File: src/design/vibc_pkg.sv
// Package for the voxel interior block cull unit.
// Holds section geometry, voxel and neighbor types and the config index codes.
// No dependencies.
`default_nettype none

package vibc_pkg;

  localparam int EDGE_BITS  = 4;
  localparam int EDGE       = 1 << EDGE_BITS;
  localparam int PLANE      = EDGE * EDGE;
  localparam int PLANE_AW   = 2 * EDGE_BITS;
  localparam int IDX_BITS   = 3 * EDGE_BITS;
  localparam int ID_W       = 12;
  localparam int STATE_W    = 4;
  localparam int SEC_XZ_W   = 22;
  localparam int SEC_Y_W    = 4;
  localparam int WORLD_XZ_W = SEC_XZ_W + EDGE_BITS;
  localparam int WORLD_Y_W  = SEC_Y_W + EDGE_BITS;
  localparam int IN_DATA_W  = 16;
  localparam int OUT_DATA_W = 80;
  localparam int OUT_FILL_W = OUT_DATA_W - (ID_W + STATE_W + 2 * WORLD_XZ_W + WORLD_Y_W);

  localparam logic [EDGE_BITS-1:0] EDGE_MAX = EDGE_BITS'(EDGE - 1);

  typedef logic [EDGE_BITS-1:0] coord_t;

  typedef struct packed {
    logic [STATE_W-1:0] state;
    logic [ID_W-1:0]    id;
  } voxel_t;

  typedef struct packed {
    voxel_t below;
    logic   xp;
    logic   xm;
    logic   zp;
    logic   zm;
    logic   yb;
  } nbr_t;

  typedef enum logic [1:0] {
    CFG_SECTION_X = 2'd0,
    CFG_SECTION_Y = 2'd1,
    CFG_SECTION_Z = 2'd2
  } cfg_idx_t;

  function automatic logic is_solid(voxel_t v);
    return v.id != '0;
  endfunction

endpackage

`default_nettype wire

File: src/design/vibc_window.sv
// Two-plane neighbor window: a one-plane line buffer for the voxel below the
// incoming one, and a shift line of solid bits for its neighbors.
// Depends on vibc_pkg.
`default_nettype none

module vibc_window
  import vibc_pkg::*;
(
  input  wire logic                clk,
  input  wire logic                shift_en,
  input  wire logic [PLANE_AW-1:0] wr_addr,
  input  wire logic [PLANE_AW-1:0] rd_addr,
  input  wire voxel_t              vox_in,
  output nbr_t                     nbr
);

  voxel_t               line_mem [PLANE];
  voxel_t               below_r;
  logic [2*PLANE-1:0]   sol_r;

  always_ff @(posedge clk) begin
    if (shift_en) begin
      line_mem[wr_addr] <= vox_in;
    end
    below_r <= line_mem[rd_addr];
  end

  always_ff @(posedge clk) begin
    if (shift_en) begin
      sol_r <= {sol_r[2*PLANE-2:0], is_solid(vox_in)};
    end
  end

  assign nbr.below = below_r;
  assign nbr.xp    = sol_r[PLANE-2];
  assign nbr.xm    = sol_r[PLANE];
  assign nbr.zp    = sol_r[PLANE-EDGE-1];
  assign nbr.zm    = sol_r[PLANE+EDGE-1];
  assign nbr.yb    = sol_r[2*PLANE-1];

endmodule

`default_nettype wire

File: src/design/voxel_interior_block_cull_unit.sv
// Voxel interior block cull unit: top level.
// Depends on vibc_pkg and vibc_window.
//
// Usage:
//  - in_* carries the 16x16x16 voxels of one section in scan order
//    (x fastest, then z, then y), one transfer per voxel.
//  - out_* carries each visible voxel with its world position; out_tlast
//    marks the final result caused by an input transfer.
//  - cfg_* sets the section coordinates; write them while the unit is idle.
//  - A voxel is decided when the voxel above it arrives; in the top plane an
//    input transfer yields the voxel below, then itself.
//  - A result passes through the decision stage and then the output register
//    after the input transfer that causes it.
//  - Throughput: one voxel per cycle while the receiver keeps up; top-plane
//    voxels with two results stall the input, as the single output register takes one at a time.
//  - Reset clears the scan position, the section registers and all valid
//    flags; the plane buffer needs no clearing, scan order writes each entry
//    before it is read.
//  - When the receiver stalls, results hold in the output register and the
//    decision stage, and in_tready drops once both are full.
`default_nettype none

module voxel_interior_block_cull_unit
  import vibc_pkg::*;
(
  input  wire logic                  clk,
  input  wire logic                  rst_n,
  // block_id [11:0], block_state [15:12]
  input  wire logic [IN_DATA_W-1:0]  in_tdata,
  input  wire logic                  in_tvalid,
  output logic                       in_tready,
  // out_id [11:0], out_state [15:12], world_x [41:16], world_y [49:42],
  // world_z [75:50], zero fill [79:76]
  output logic [OUT_DATA_W-1:0]      out_tdata,
  output logic                       out_tvalid,
  input  wire logic                  out_tready,
  output logic                       out_tlast,
  input  wire logic                  cfg_wr_en,
  input  wire logic [1:0]            cfg_index,
  input  wire logic [SEC_XZ_W-1:0]   cfg_wdata
);

  logic [SEC_XZ_W-1:0] sec_x_r;
  logic [SEC_Y_W-1:0]  sec_y_r;
  logic [SEC_XZ_W-1:0] sec_z_r;

  logic [IDX_BITS-1:0] idx_r;

  logic   s_b_v_r, s_c_v_r;
  voxel_t s_b_r, s_c_r;
  coord_t s_x_r, s_y_r, s_z_r;

  logic                  out_v_r;
  logic                  out_last_r;
  voxel_t                out_vox_r;
  logic [WORLD_XZ_W-1:0] out_wx_r;
  logic [WORLD_Y_W-1:0]  out_wy_r;
  logic [WORLD_XZ_W-1:0] out_wz_r;

  voxel_t cur;
  nbr_t   nbr;
  coord_t cx, cy, cz, by;
  logic   in_fire, out_ld, s_any, s_two;
  logic   b_emit, c_emit, on_edge, enclosed;
  voxel_t sel_vox;
  coord_t sel_y;
  logic   sel_last;
  logic [PLANE_AW-1:0] line_wr_addr, line_rd_addr;

  assign cur.id    = in_tdata[ID_W-1:0];
  assign cur.state = in_tdata[ID_W+STATE_W-1:ID_W];

  assign cx = idx_r[EDGE_BITS-1:0];
  assign cz = idx_r[2*EDGE_BITS-1:EDGE_BITS];
  assign cy = idx_r[3*EDGE_BITS-1:2*EDGE_BITS];
  assign by = cy - coord_t'(1);

  // prefetch the line entry of the next voxel on a transfer
  assign line_wr_addr = idx_r[PLANE_AW-1:0];
  assign line_rd_addr = in_fire ? (line_wr_addr + PLANE_AW'(1)) : line_wr_addr;

  vibc_window u_window (
    .clk      (clk),
    .shift_en (in_fire),
    .wr_addr  (line_wr_addr),
    .rd_addr  (line_rd_addr),
    .vox_in   (cur),
    .nbr      (nbr)
  );

  assign on_edge  = (cx == '0) || (cx == EDGE_MAX) || (by == '0) || (by == EDGE_MAX) ||
                    (cz == '0) || (cz == EDGE_MAX);
  assign enclosed = nbr.xp && nbr.xm && is_solid(cur) && nbr.yb && nbr.zp && nbr.zm;
  assign b_emit   = (cy != '0) && is_solid(nbr.below) && (on_edge || !enclosed);
  assign c_emit   = (cy == EDGE_MAX) && is_solid(cur);

  assign s_any     = s_b_v_r || s_c_v_r;
  assign s_two     = s_b_v_r && s_c_v_r;
  assign out_ld    = s_any && (!out_v_r || out_tready);
  assign in_tready = !s_any || (out_ld && !s_two);
  assign in_fire   = in_tvalid && in_tready;

  always_ff @(posedge clk) begin
    if (!rst_n) begin
      sec_x_r <= '0;
      sec_y_r <= '0;
      sec_z_r <= '0;
    end else if (cfg_wr_en) begin
      case (cfg_idx_t'(cfg_index))
        CFG_SECTION_X: sec_x_r <= cfg_wdata;
        CFG_SECTION_Y: sec_y_r <= cfg_wdata[SEC_Y_W-1:0];
        CFG_SECTION_Z: sec_z_r <= cfg_wdata;
        default: ;
      endcase
    end
  end

  always_ff @(posedge clk) begin
    if (!rst_n) begin
      idx_r   <= '0;
      s_b_v_r <= 1'b0;
      s_c_v_r <= 1'b0;
    end else if (in_fire) begin
      idx_r   <= idx_r + IDX_BITS'(1);
      s_b_v_r <= b_emit;
      s_c_v_r <= c_emit;
    end else if (out_ld) begin
      if (s_b_v_r) begin
        s_b_v_r <= 1'b0;
      end else begin
        s_c_v_r <= 1'b0;
      end
    end
  end

  always_ff @(posedge clk) begin
    if (in_fire) begin
      s_b_r <= nbr.below;
      s_c_r <= cur;
      s_x_r <= cx;
      s_y_r <= cy;
      s_z_r <= cz;
    end
  end

  always_comb begin
    if (s_b_v_r) begin
      sel_vox  = s_b_r;
      sel_y    = s_y_r - coord_t'(1);
      sel_last = !s_c_v_r;
    end else begin
      sel_vox  = s_c_r;
      sel_y    = s_y_r;
      sel_last = 1'b1;
    end
  end

  always_ff @(posedge clk) begin
    if (!rst_n) begin
      out_v_r <= 1'b0;
    end else if (out_ld) begin
      out_v_r <= 1'b1;
    end else if (out_tready) begin
      out_v_r <= 1'b0;
    end
  end

  always_ff @(posedge clk) begin
    if (out_ld) begin
      out_vox_r  <= sel_vox;
      out_last_r <= sel_last;
      out_wx_r   <= {sec_x_r, s_x_r};
      out_wy_r   <= {sec_y_r, sel_y};
      out_wz_r   <= {sec_z_r, s_z_r};
    end
  end

  assign out_tvalid = out_v_r;
  assign out_tlast  = out_last_r;
  assign out_tdata  = {{OUT_FILL_W{1'b0}}, out_wz_r, out_wy_r, out_wx_r,
                       out_vox_r.state, out_vox_r.id};

  a_out_not_air: assert property (@(posedge clk) disable iff (!rst_n)
    out_v_r |-> (out_vox_r.id != '0))
    else $error("visible result carries air");

  a_full_stalls_in: assert property (@(posedge clk) disable iff (!rst_n)
    s_two |-> !in_tready)
    else $error("input taken while decision stage holds two results");

  a_self_top_plane: assert property (@(posedge clk) disable iff (!rst_n)
    s_c_v_r |-> (s_y_r == EDGE_MAX))
    else $error("self result outside top plane");

  a_below_not_bottom: assert property (@(posedge clk) disable iff (!rst_n)
    s_b_v_r |-> (s_y_r != '0))
    else $error("below result from bottom plane item");

endmodule

`default_nettype wire
File: config.mk
export PLATFORM = sky130hd
export DESIGN_NAME = voxel_interior_block_cull_unit
export DESIGN_NICKNAME = d
export VERILOG_FILES = /design/src/design/vibc_pkg.sv /design/src/design/vibc_window.sv /design/src/design/voxel_interior_block_cull_unit.sv
export SDC_FILE = /design/constraint.sdc
export NUM_CORES = 2
export LEC_CHECK = 0
export BUFFER_PORTS_ARGS = -buffer_cell sky130_fd_sc_hd__buf_2
export CORE_MARGIN = 10
export CORE_UTILIZATION = 26
export DETAILED_ROUTE_END_ITERATION = 16
export PLACE_DENSITY_LB_ADDON = 0.12
export SLEW_MARGIN = 10
export SYNTH_ARGS = -nofsm -noshare
export SYNTH_HDL_FRONTEND = slang
export SYNTH_SLANG_ARGS = --single-unit
File: constraint.sdc
create_clock -name clk -period 36.7 [get_ports clk]
set_input_delay 3.67 -clock clk [delete_from_list [all_inputs] [get_ports clk]]
set_output_delay 3.67 -clock clk [all_outputs]
set_load 0.02 [all_outputs]
## Word-level counts from Yosys, hierarchy flattened

Memory sizes are Yosys's and may differ from the RTL's. A register that Yosys moved wholly into a read port is not among the register bits.
Index checks and enable logic that the tools add are counted.

- Memories kept: 1
- Flip-flop bits (word level): 696
- Bits in writable memories: 4096
- Input bits: 45

- Reductions and logical operators: 39
- Multiplexer cells: 12
- Add/subtract/negate cells: 4
- Eq/ne operators: 7

Memories:

| memory | depth | width | rd ports | clocked after memory_dff | wr ports | line | RTL |
|---|---|---|---|---|---|---|---|
| u_window.line_mem | 256 | 16 | 1 | 1 | 1 | vibc_window.sv:17 | `voxel_t line_mem [PLANE];` |

Operator list:

| kind | count |
|---|---|
| 12-bit nonzero test | 2 |
| 4-bit == test, second input constant | 4 |
| 16-bit two-way mux | 1 |
| 12-bit by 1-bit adder with 12-bit output, second input constant | 1 |
| 1-bit logical AND | 12 |
| 4-bit zero test | 3 |
| 1-bit logical OR | 9 |
| 1-bit two-way mux | 9 |
| 8-bit by 1-bit adder with 8-bit output, second input constant | 1 |
| 8-bit two-way mux | 1 |
| 2-bit AND reduction | 4 |
| 4-bit by 1-bit subtractor with 4-bit output, second input constant | 2 |
| 1-bit zero test | 5 |
| 4-bit two-way mux | 1 |
| 2-bit nonzero test | 2 |
| 4-bit nonzero test | 1 |
| 2-bit by 1-bit == test with 1-bit output, second input constant | 1 |
| 2-bit == test, second input constant | 1 |
| 2-bit zero test | 1 |
| 2-bit by 1-bit != test with 1-bit output, second input constant | 1 |

## Longest topological paths before layout

- Depth after elaboration: 9
- Mapped depth: 22
- Gate-level depth less buffers: 11

## Hierarchy

From an unflattened synthesis, not the netlist that was laid out.

- Cell total of the unflattened synthesis: 8353
- Area, all modules: 180592.0 um2

Modules (own cells, without submodules):

| module | cells an instance | instances | area an instance (um2) |
|---|---|---|---|
| vibc_window | 7890 | 1 | 174018.1 |
| voxel_interior_block_cull_unit | 463 | 1 | 6573.8 |

## Least setup slack after synthesis

OpenSTA, ideal clock, no wires.

- Path type: input to register
- Start: in out_tready
- End: mem u_window.line_mem[112][0] (netlist name) (enable)
- Buffers on the path: 9
- Path slack: 22185 ps
- Data required time: 36312 ps
- Arrival time: 14126 ps
- Setup time: 388 ps
- Cell stages on the path: 14
- Cell sequence: nand2b_1 > buf_6 > o211ai_4 > buf_6 > inv_4 > buf_6 > buf_2 > buf_2 > buf_2 > buf_2 > buf_2 > nand3_1 > buf_2 > nor2_1

- Longest elaborated chain between the ends: 7

RTL lines:

| element | line | RTL |
|---|---|---|
| start: declaration | voxel_interior_block_cull_unit.sv:36 | `input wire logic out_tready,` |
| 1-bit logical OR | voxel_interior_block_cull_unit.sv:99 | `assign out_ld = s_any && (!out_v_r \|\| out_tready);` |
| 1-bit logical AND | voxel_interior_block_cull_unit.sv:99 |  |
| 1-bit logical AND | voxel_interior_block_cull_unit.sv:100 | `assign in_tready = !s_any \|\| (out_ld && !s_two);` |
| 1-bit logical OR | voxel_interior_block_cull_unit.sv:100 |  |
| 1-bit logical AND | voxel_interior_block_cull_unit.sv:101 | `assign in_fire = in_tvalid && in_tready;` |
| net in_fire | voxel_interior_block_cull_unit.sv:63 | `logic in_fire, out_ld, s_any, s_two;` |
| 1-bit two-way mux | vibc_window.sv:22 | `if (shift_en) begin` |
| 1-bit two-way mux (not written as such) | vibc_window.sv:23 | `line_mem[wr_addr] <= vox_in;` |
| end: declaration | vibc_window.sv:17 |  |

The timed path passes the listed nets, and every way through them passes these cells.

## Final worst setup path

- Start: in out_tready
- End: reg u_window.nbr[18] (netlist name)

- Longest elaborated chain between the ends: 6

RTL lines:

| element | line | RTL |
|---|---|---|
| 1-bit logical OR | voxel_interior_block_cull_unit.sv:99 |  |
| 1-bit logical AND | voxel_interior_block_cull_unit.sv:99 |  |
| 1-bit logical AND | voxel_interior_block_cull_unit.sv:100 |  |
| 1-bit logical OR | voxel_interior_block_cull_unit.sv:100 |  |
| 1-bit logical AND | voxel_interior_block_cull_unit.sv:101 |  |
| 8-bit two-way mux | voxel_interior_block_cull_unit.sv:80 | `assign line_rd_addr = in_fire ? (line_wr_addr + PLANE_AW'(1)) : line_wr_addr;` |

Every way passes these cells.
A chain may end at the register's enable or synchronous reset.

==> impl_table.tex <==
\begin{tabular}{lr}
\hline
Metric & Value \\
\hline
\multicolumn{2}{l}{\textbf{Finish}} \\
\quad Fillcell total & 81000 \\
\quad Most common cell after layout, fill and taps aside & sky130\_fd\_sc\_hd\_\_edfxtp\_1 \\
\quad Leading cell types in the layout, fill and taps excluded & sky130\_fd\_sc\_hd\_\_edfxtp\_1 (4729), sky130\_fd\_sc\_hd\_\_mux2i\_1 (1659), sky130\_fd\_sc\_hd\_\_o22ai\_1 (1260) \\
\quad Area of all placed cells without fillers & 246000 sq um \\
\quad Fraction of layout cells with a size suffix above 1 & 16.1\% \\
\quad Number of nets in the final layout & 14700 \\
\quad Layout overhead on the synthesized area & 15.8\% \\
\quad Final standard cell utilization of the core & 30.2\% \\
\multicolumn{2}{l}{\textbf{STA}} \\
\quad Final-report setup violation count & 0 \\
\quad RSZ-0062 raised after global routing & no \\
\quad Worst slew pin tran & 1.31 ns \\
\quad Max Fclk & 99.6 MHz \\
\quad Final worst clock skew & 0.0783 ns \\
\quad Hold Violations, Final & 0 \\
\quad Slew Limit Fails & 0 \\
\quad Final period util & 27.4\% \\
\quad Slew HR & 12.9\% \\
\quad Fin crit period & 10.04 ns \\
\quad Total Neg Setup Slack & 0 ns \\
\quad Final-layout worst hold slack & 0.397 ns \\
\multicolumn{2}{l}{\textbf{Floorplanning}} \\
\quad Total I/O pin count & 128 \\
\quad Die span in x & 925 microns \\
\quad Count of standard-cell rows & 332 \\
\quad Floorplan die height & 925 microns \\
\quad Die area & 855000 sq um \\
\quad Effective utilization at floorplan & 26.1\% \\
\quad Std-Cell Core Area & 817000 sq um \\
\multicolumn{2}{l}{\textbf{Power}} \\
\quad Power Density & 52.1 nW/um\^{}2 \\
\quad Largest vdd supply drop & 0.0574 mV \\
\quad Static leakage & 73.2 nW \\
\quad Share of total power consumed by net switching & 25.1\% \\
\quad Final Total Pwr & 12.8 mW \\
\quad Gate power share & 8.7\% \\
\quad Part of the power in the clock network & 44.0\% \\
\quad Psw & 3.23 mW \\
\quad Internal Power & 9.62 mW \\
\quad Power share of the sequential group & 47.2\% \\
\multicolumn{2}{l}{\textbf{Yosys}} \\
\quad Cells after synthesis & 14600 \\
\quad Prevailing post-synth register cell & sky130\_fd\_sc\_hd\_\_edfxtp\_1 \\
\quad Mean instance size in the synthesized netlist & 14.6 sq um \\
\quad Combined area of all synthesized cells & 213000 sq um \\
\quad Warnings, synthesis & 0 \\
\quad Synth area leaders & sky130\_fd\_sc\_hd\_\_edfxtp\_1 (67\%), sky130\_fd\_sc\_hd\_\_mux2i\_1 (7.8\%), sky130\_fd\_sc\_hd\_\_o22ai\_1 (3.7\%) \\
\quad Share of synthesized registers carrying an async set or reset & 0\% \\
\quad Area fraction of the dominant cell type after synthesis & 66.7\% \\
\quad Number of different library cells in the post-synthesis netlist & 90 \\
\quad EDFF count, synth & 4729 \\
\quad Cell type contributing the most total cell area after synthesis & sky130\_fd\_sc\_hd\_\_edfxtp\_1 \\
\quad Flip-flop and latch count after synthesis & 4808 \\
\quad Sequential element share of the synthesized area & 67.4\% \\
\multicolumn{2}{l}{\textbf{Detailed routing}} \\
\quad Total number of vias & 139000 \\
\quad Post-DR wirelength/cell & 31.6 microns \\
\quad Detailed Route Iter0 Violations & 13700 \\
\quad Post-detailed-route via-to-cell ratio & 5.34 \\
\quad Post-Route WL & 824 mm \\
\quad Remaining routing DRC violations & 0 \\
\quad Antenna-violating nets left & 0 \\
\quad Number of search-and-repair iterations in the first detailed-routing pass & 6 \\
\multicolumn{2}{l}{\textbf{Clock network}} \\
\quad Worst-case clock buffer depth & 4 \\
\quad Clock-pin slew on the worst setup and hold paths & 0.06 ns \\
\quad Worst-skew pair later-pin latency & 1.14 ns \\
\quad H-tree lvl count & 6 \\
\quad Post-cts repair resize count & 0 \\
\quad Setup repair bufs after CTS & 0 \\
\quad Clock Sinks & 4808 \\
\quad Clock Tree Root & sky130\_fd\_sc\_hd\_\_clkbuf\_16 \\
\quad CTS Hold Buffers Added & 0 \\
\quad Number of buffers inserted during clock tree synthesis & 589 \\
\quad CTS tree & done \\
\multicolumn{2}{l}{\textbf{GRT}} \\
\quad Global-route total usage across every layer & 18.3\% \\
\quad Largest net degree at the start of global routing & 196 \\
\quad Initial antenna violation count & 45 \\
\quad Vias in the first global route & 137000 \\
\quad First-pass GRT wire length & 1130 mm \\
\quad Total overflow reported by the global router & 0 \\
\multicolumn{2}{l}{\textbf{Worst setup path}} \\
\quad Sort of element at the start of the critical path & input port \\
\quad Worst-path fanout max & 115 \\
\quad Data arrival time of the critical path & 11.10 ns \\
\quad Element type at the critical path end & register \\
\quad Data required, critical path & 37.76 ns \\
\quad Crit path largest cell delay & 0.78 ns \\
\quad Most used cell along the critical path & sky130\_fd\_sc\_hd\_\_buf\_4 \\
\quad Cell-by-cell trace of the critical path & buf\_2 -> nand2b\_1 -> o2111ai\_4 -> buf\_12 -> buf\_4 -> buf\_12 -> buf\_4 -> buf\_4 -> buf\_4 -> o221ai\_1 -> o21ai\_0 -> a211oi\_1 -> buf\_4 -> o22ai\_1 -> a211o\_1 -> a211o\_1 \\
\quad Slowest stage cell, crit path & sky130\_fd\_sc\_hd\_\_o21ai\_0 \\
\quad Critical path start-end classification & in2reg \\
\multicolumn{2}{l}{\textbf{Placement}} \\
\quad Placer congestion estimate & 0.781 \\
\quad Quantity of I/O buffers inserted on ports & 123 \\
\quad Instance area after placement & 228000 sq um \\
\quad Detailed placer's ending HPWL & 479 mm \\
\multicolumn{2}{l}{\textbf{Run status}} \\
\quad Status & complete, no violations \\
\multicolumn{2}{l}{\textbf{Worst hold path}} \\
\quad Path class of the lowest-slack min-delay path & reg2reg \\
\multicolumn{2}{l}{\textbf{Run}} \\
\quad Number of max-capacitance violations reported & 0 \\
\hline
\end{tabular}
registers in the layout (all words and copies together), names as in the netlist, 8 cells and up:
register	flops
idx_r	12
out_tdata	16
out_wx_r	26
out_wy_r	8
out_wz_r	26
s_b_r	16
s_c_r	16
sec_x_r	22
sec_z_r	22
u_window.line_mem	4096
u_window.nbr	16
u_window.sol_r	512
layout make-up:
cell class	instances	area, sq um	area share, %
Tap cell	10900	13600	5.51
Sequential cell	4808	144000	58.3
Antenna cell	29	72.6	0.0294
Inverter	34	161	0.0655
Multi-Input combinational cell	8512	64700	26.3
Timing Repair Buffer	751	5980	2.42
Clock buffer	739	15700	6.35
Clock inverter	319	2720	1.11
synthesized netlist by cell type (21+ instances only):
master                      count
sky130_fd_sc_hd__edfxtp_1    4729
sky130_fd_sc_hd__mux2i_1     1661
sky130_fd_sc_hd__o22ai_1     1260
sky130_fd_sc_hd__nor2_1       669
sky130_fd_sc_hd__nand2_1      636
sky130_fd_sc_hd__a211oi_1     528
sky130_fd_sc_hd__clkbuf_1     504
sky130_fd_sc_hd__buf_2        453
sky130_fd_sc_hd__nor3_1       425
sky130_fd_sc_hd__mux2_2       408
sky130_fd_sc_hd__a21oi_1      367
sky130_fd_sc_hd__o221ai_1     367
sky130_fd_sc_hd__nor2b_1      346
sky130_fd_sc_hd__o21ai_0      297
sky130_fd_sc_hd__buf_1        196
sky130_fd_sc_hd__mux4_2       150
sky130_fd_sc_hd__o32ai_1      132
sky130_fd_sc_hd__or3_1        102
sky130_fd_sc_hd__nor4_1        97
sky130_fd_sc_hd__o22a_1        92
sky130_fd_sc_hd__dfxtp_1       79
sky130_fd_sc_hd__nand3_1       76
sky130_fd_sc_hd__buf_4         75
sky130_fd_sc_hd__o32a_1        70
sky130_fd_sc_hd__a32oi_1       65
sky130_fd_sc_hd__nand4_1       56
sky130_fd_sc_hd__o311a_1       54
sky130_fd_sc_hd__o31ai_1       53
sky130_fd_sc_hd__a21boi_0      49
sky130_fd_sc_hd__o211ai_1      47
sky130_fd_sc_hd__a31oi_1       42
sky130_fd_sc_hd__o2111ai_1     42
sky130_fd_sc_hd__o311ai_0      36
sky130_fd_sc_hd__buf_6         34
sky130_fd_sc_hd__a221oi_1      31
sky130_fd_sc_hd__inv_1         31
sky130_fd_sc_hd__or4_1         28
sky130_fd_sc_hd__o41ai_1       27
sky130_fd_sc_hd__a221o_1       24
sky130_fd_sc_hd__a22oi_1       23
sky130_fd_sc_hd__a311oi_1      21
worst max-delay path: cells and delay by family:
family | cells | cell delay [ns]
buffers and inverters | 8 | 3.89
AO/OA/AOI/OAI | 7 | 2.75
AND/OR/NAND/NOR | 1 | 0.35
path summary, 6_finish.rpt:
kind              slack (ns)                  end                start  depth (start not counted)
setup / recovery       26.66     u_window.nbr[18]           out_tready                         16
hold / removal          0.40  u_window.sol_r[491]  u_window.sol_r[490]                          0
setup reg to reg       28.22     u_window.nbr[18]             idx_r[1]                         16
hold reg to reg         0.40  u_window.sol_r[491]  u_window.sol_r[490]                          0
power groups by stage:
stage / registers (mW) / clock network [mW] / logic [mW]
4_1_cts: 6.07 / 5.81 / 1.13
6_report: 6.07 / 5.66 / 1.12
5_1_grt: 6.07 / 6.02 / 1.19
2_1_floorplan: 6.17 / 0 / 0.659
3_5_place_dp: 6.18 / 0 / 1.13
3_3_place_gp: 6.18 / 0 / 1.13
per-layer routing:
metal | vias up | GRT usage, % | routed length [microns]
met5 | - | 0 | 41
met4 | 6 | 5.38 | 26400
met3 | 1074 | 2.40 | 45300
met2 | 4741 | 28.7 | 370000
met1 | 73500 | 26.2 | 382000
li1 | 59900 | - | -
logic make-up after synthesis:
family,synth area share (%)
AOI/OAI and AO/OA,12.6
xor gates and xnor gates,0.0576
adders and majority gates,0.0294
buffers and inverters,2.82
DFF,67.4
muxes,11.6
other,0.00176
and+or+nand+nor,5.51
through the flow:
stage / setup WS (ns) / instances
after floorplan: 22.19 / 14600
after global routing: 26.72 / 26000
after CTS: 26.96 / 26000
final: 26.66 / 26000
after detailed placement: 25.76 / 25000
after global placement: 25.74 / 25000
No activity file was read; power rests on OpenSTA's default activity.
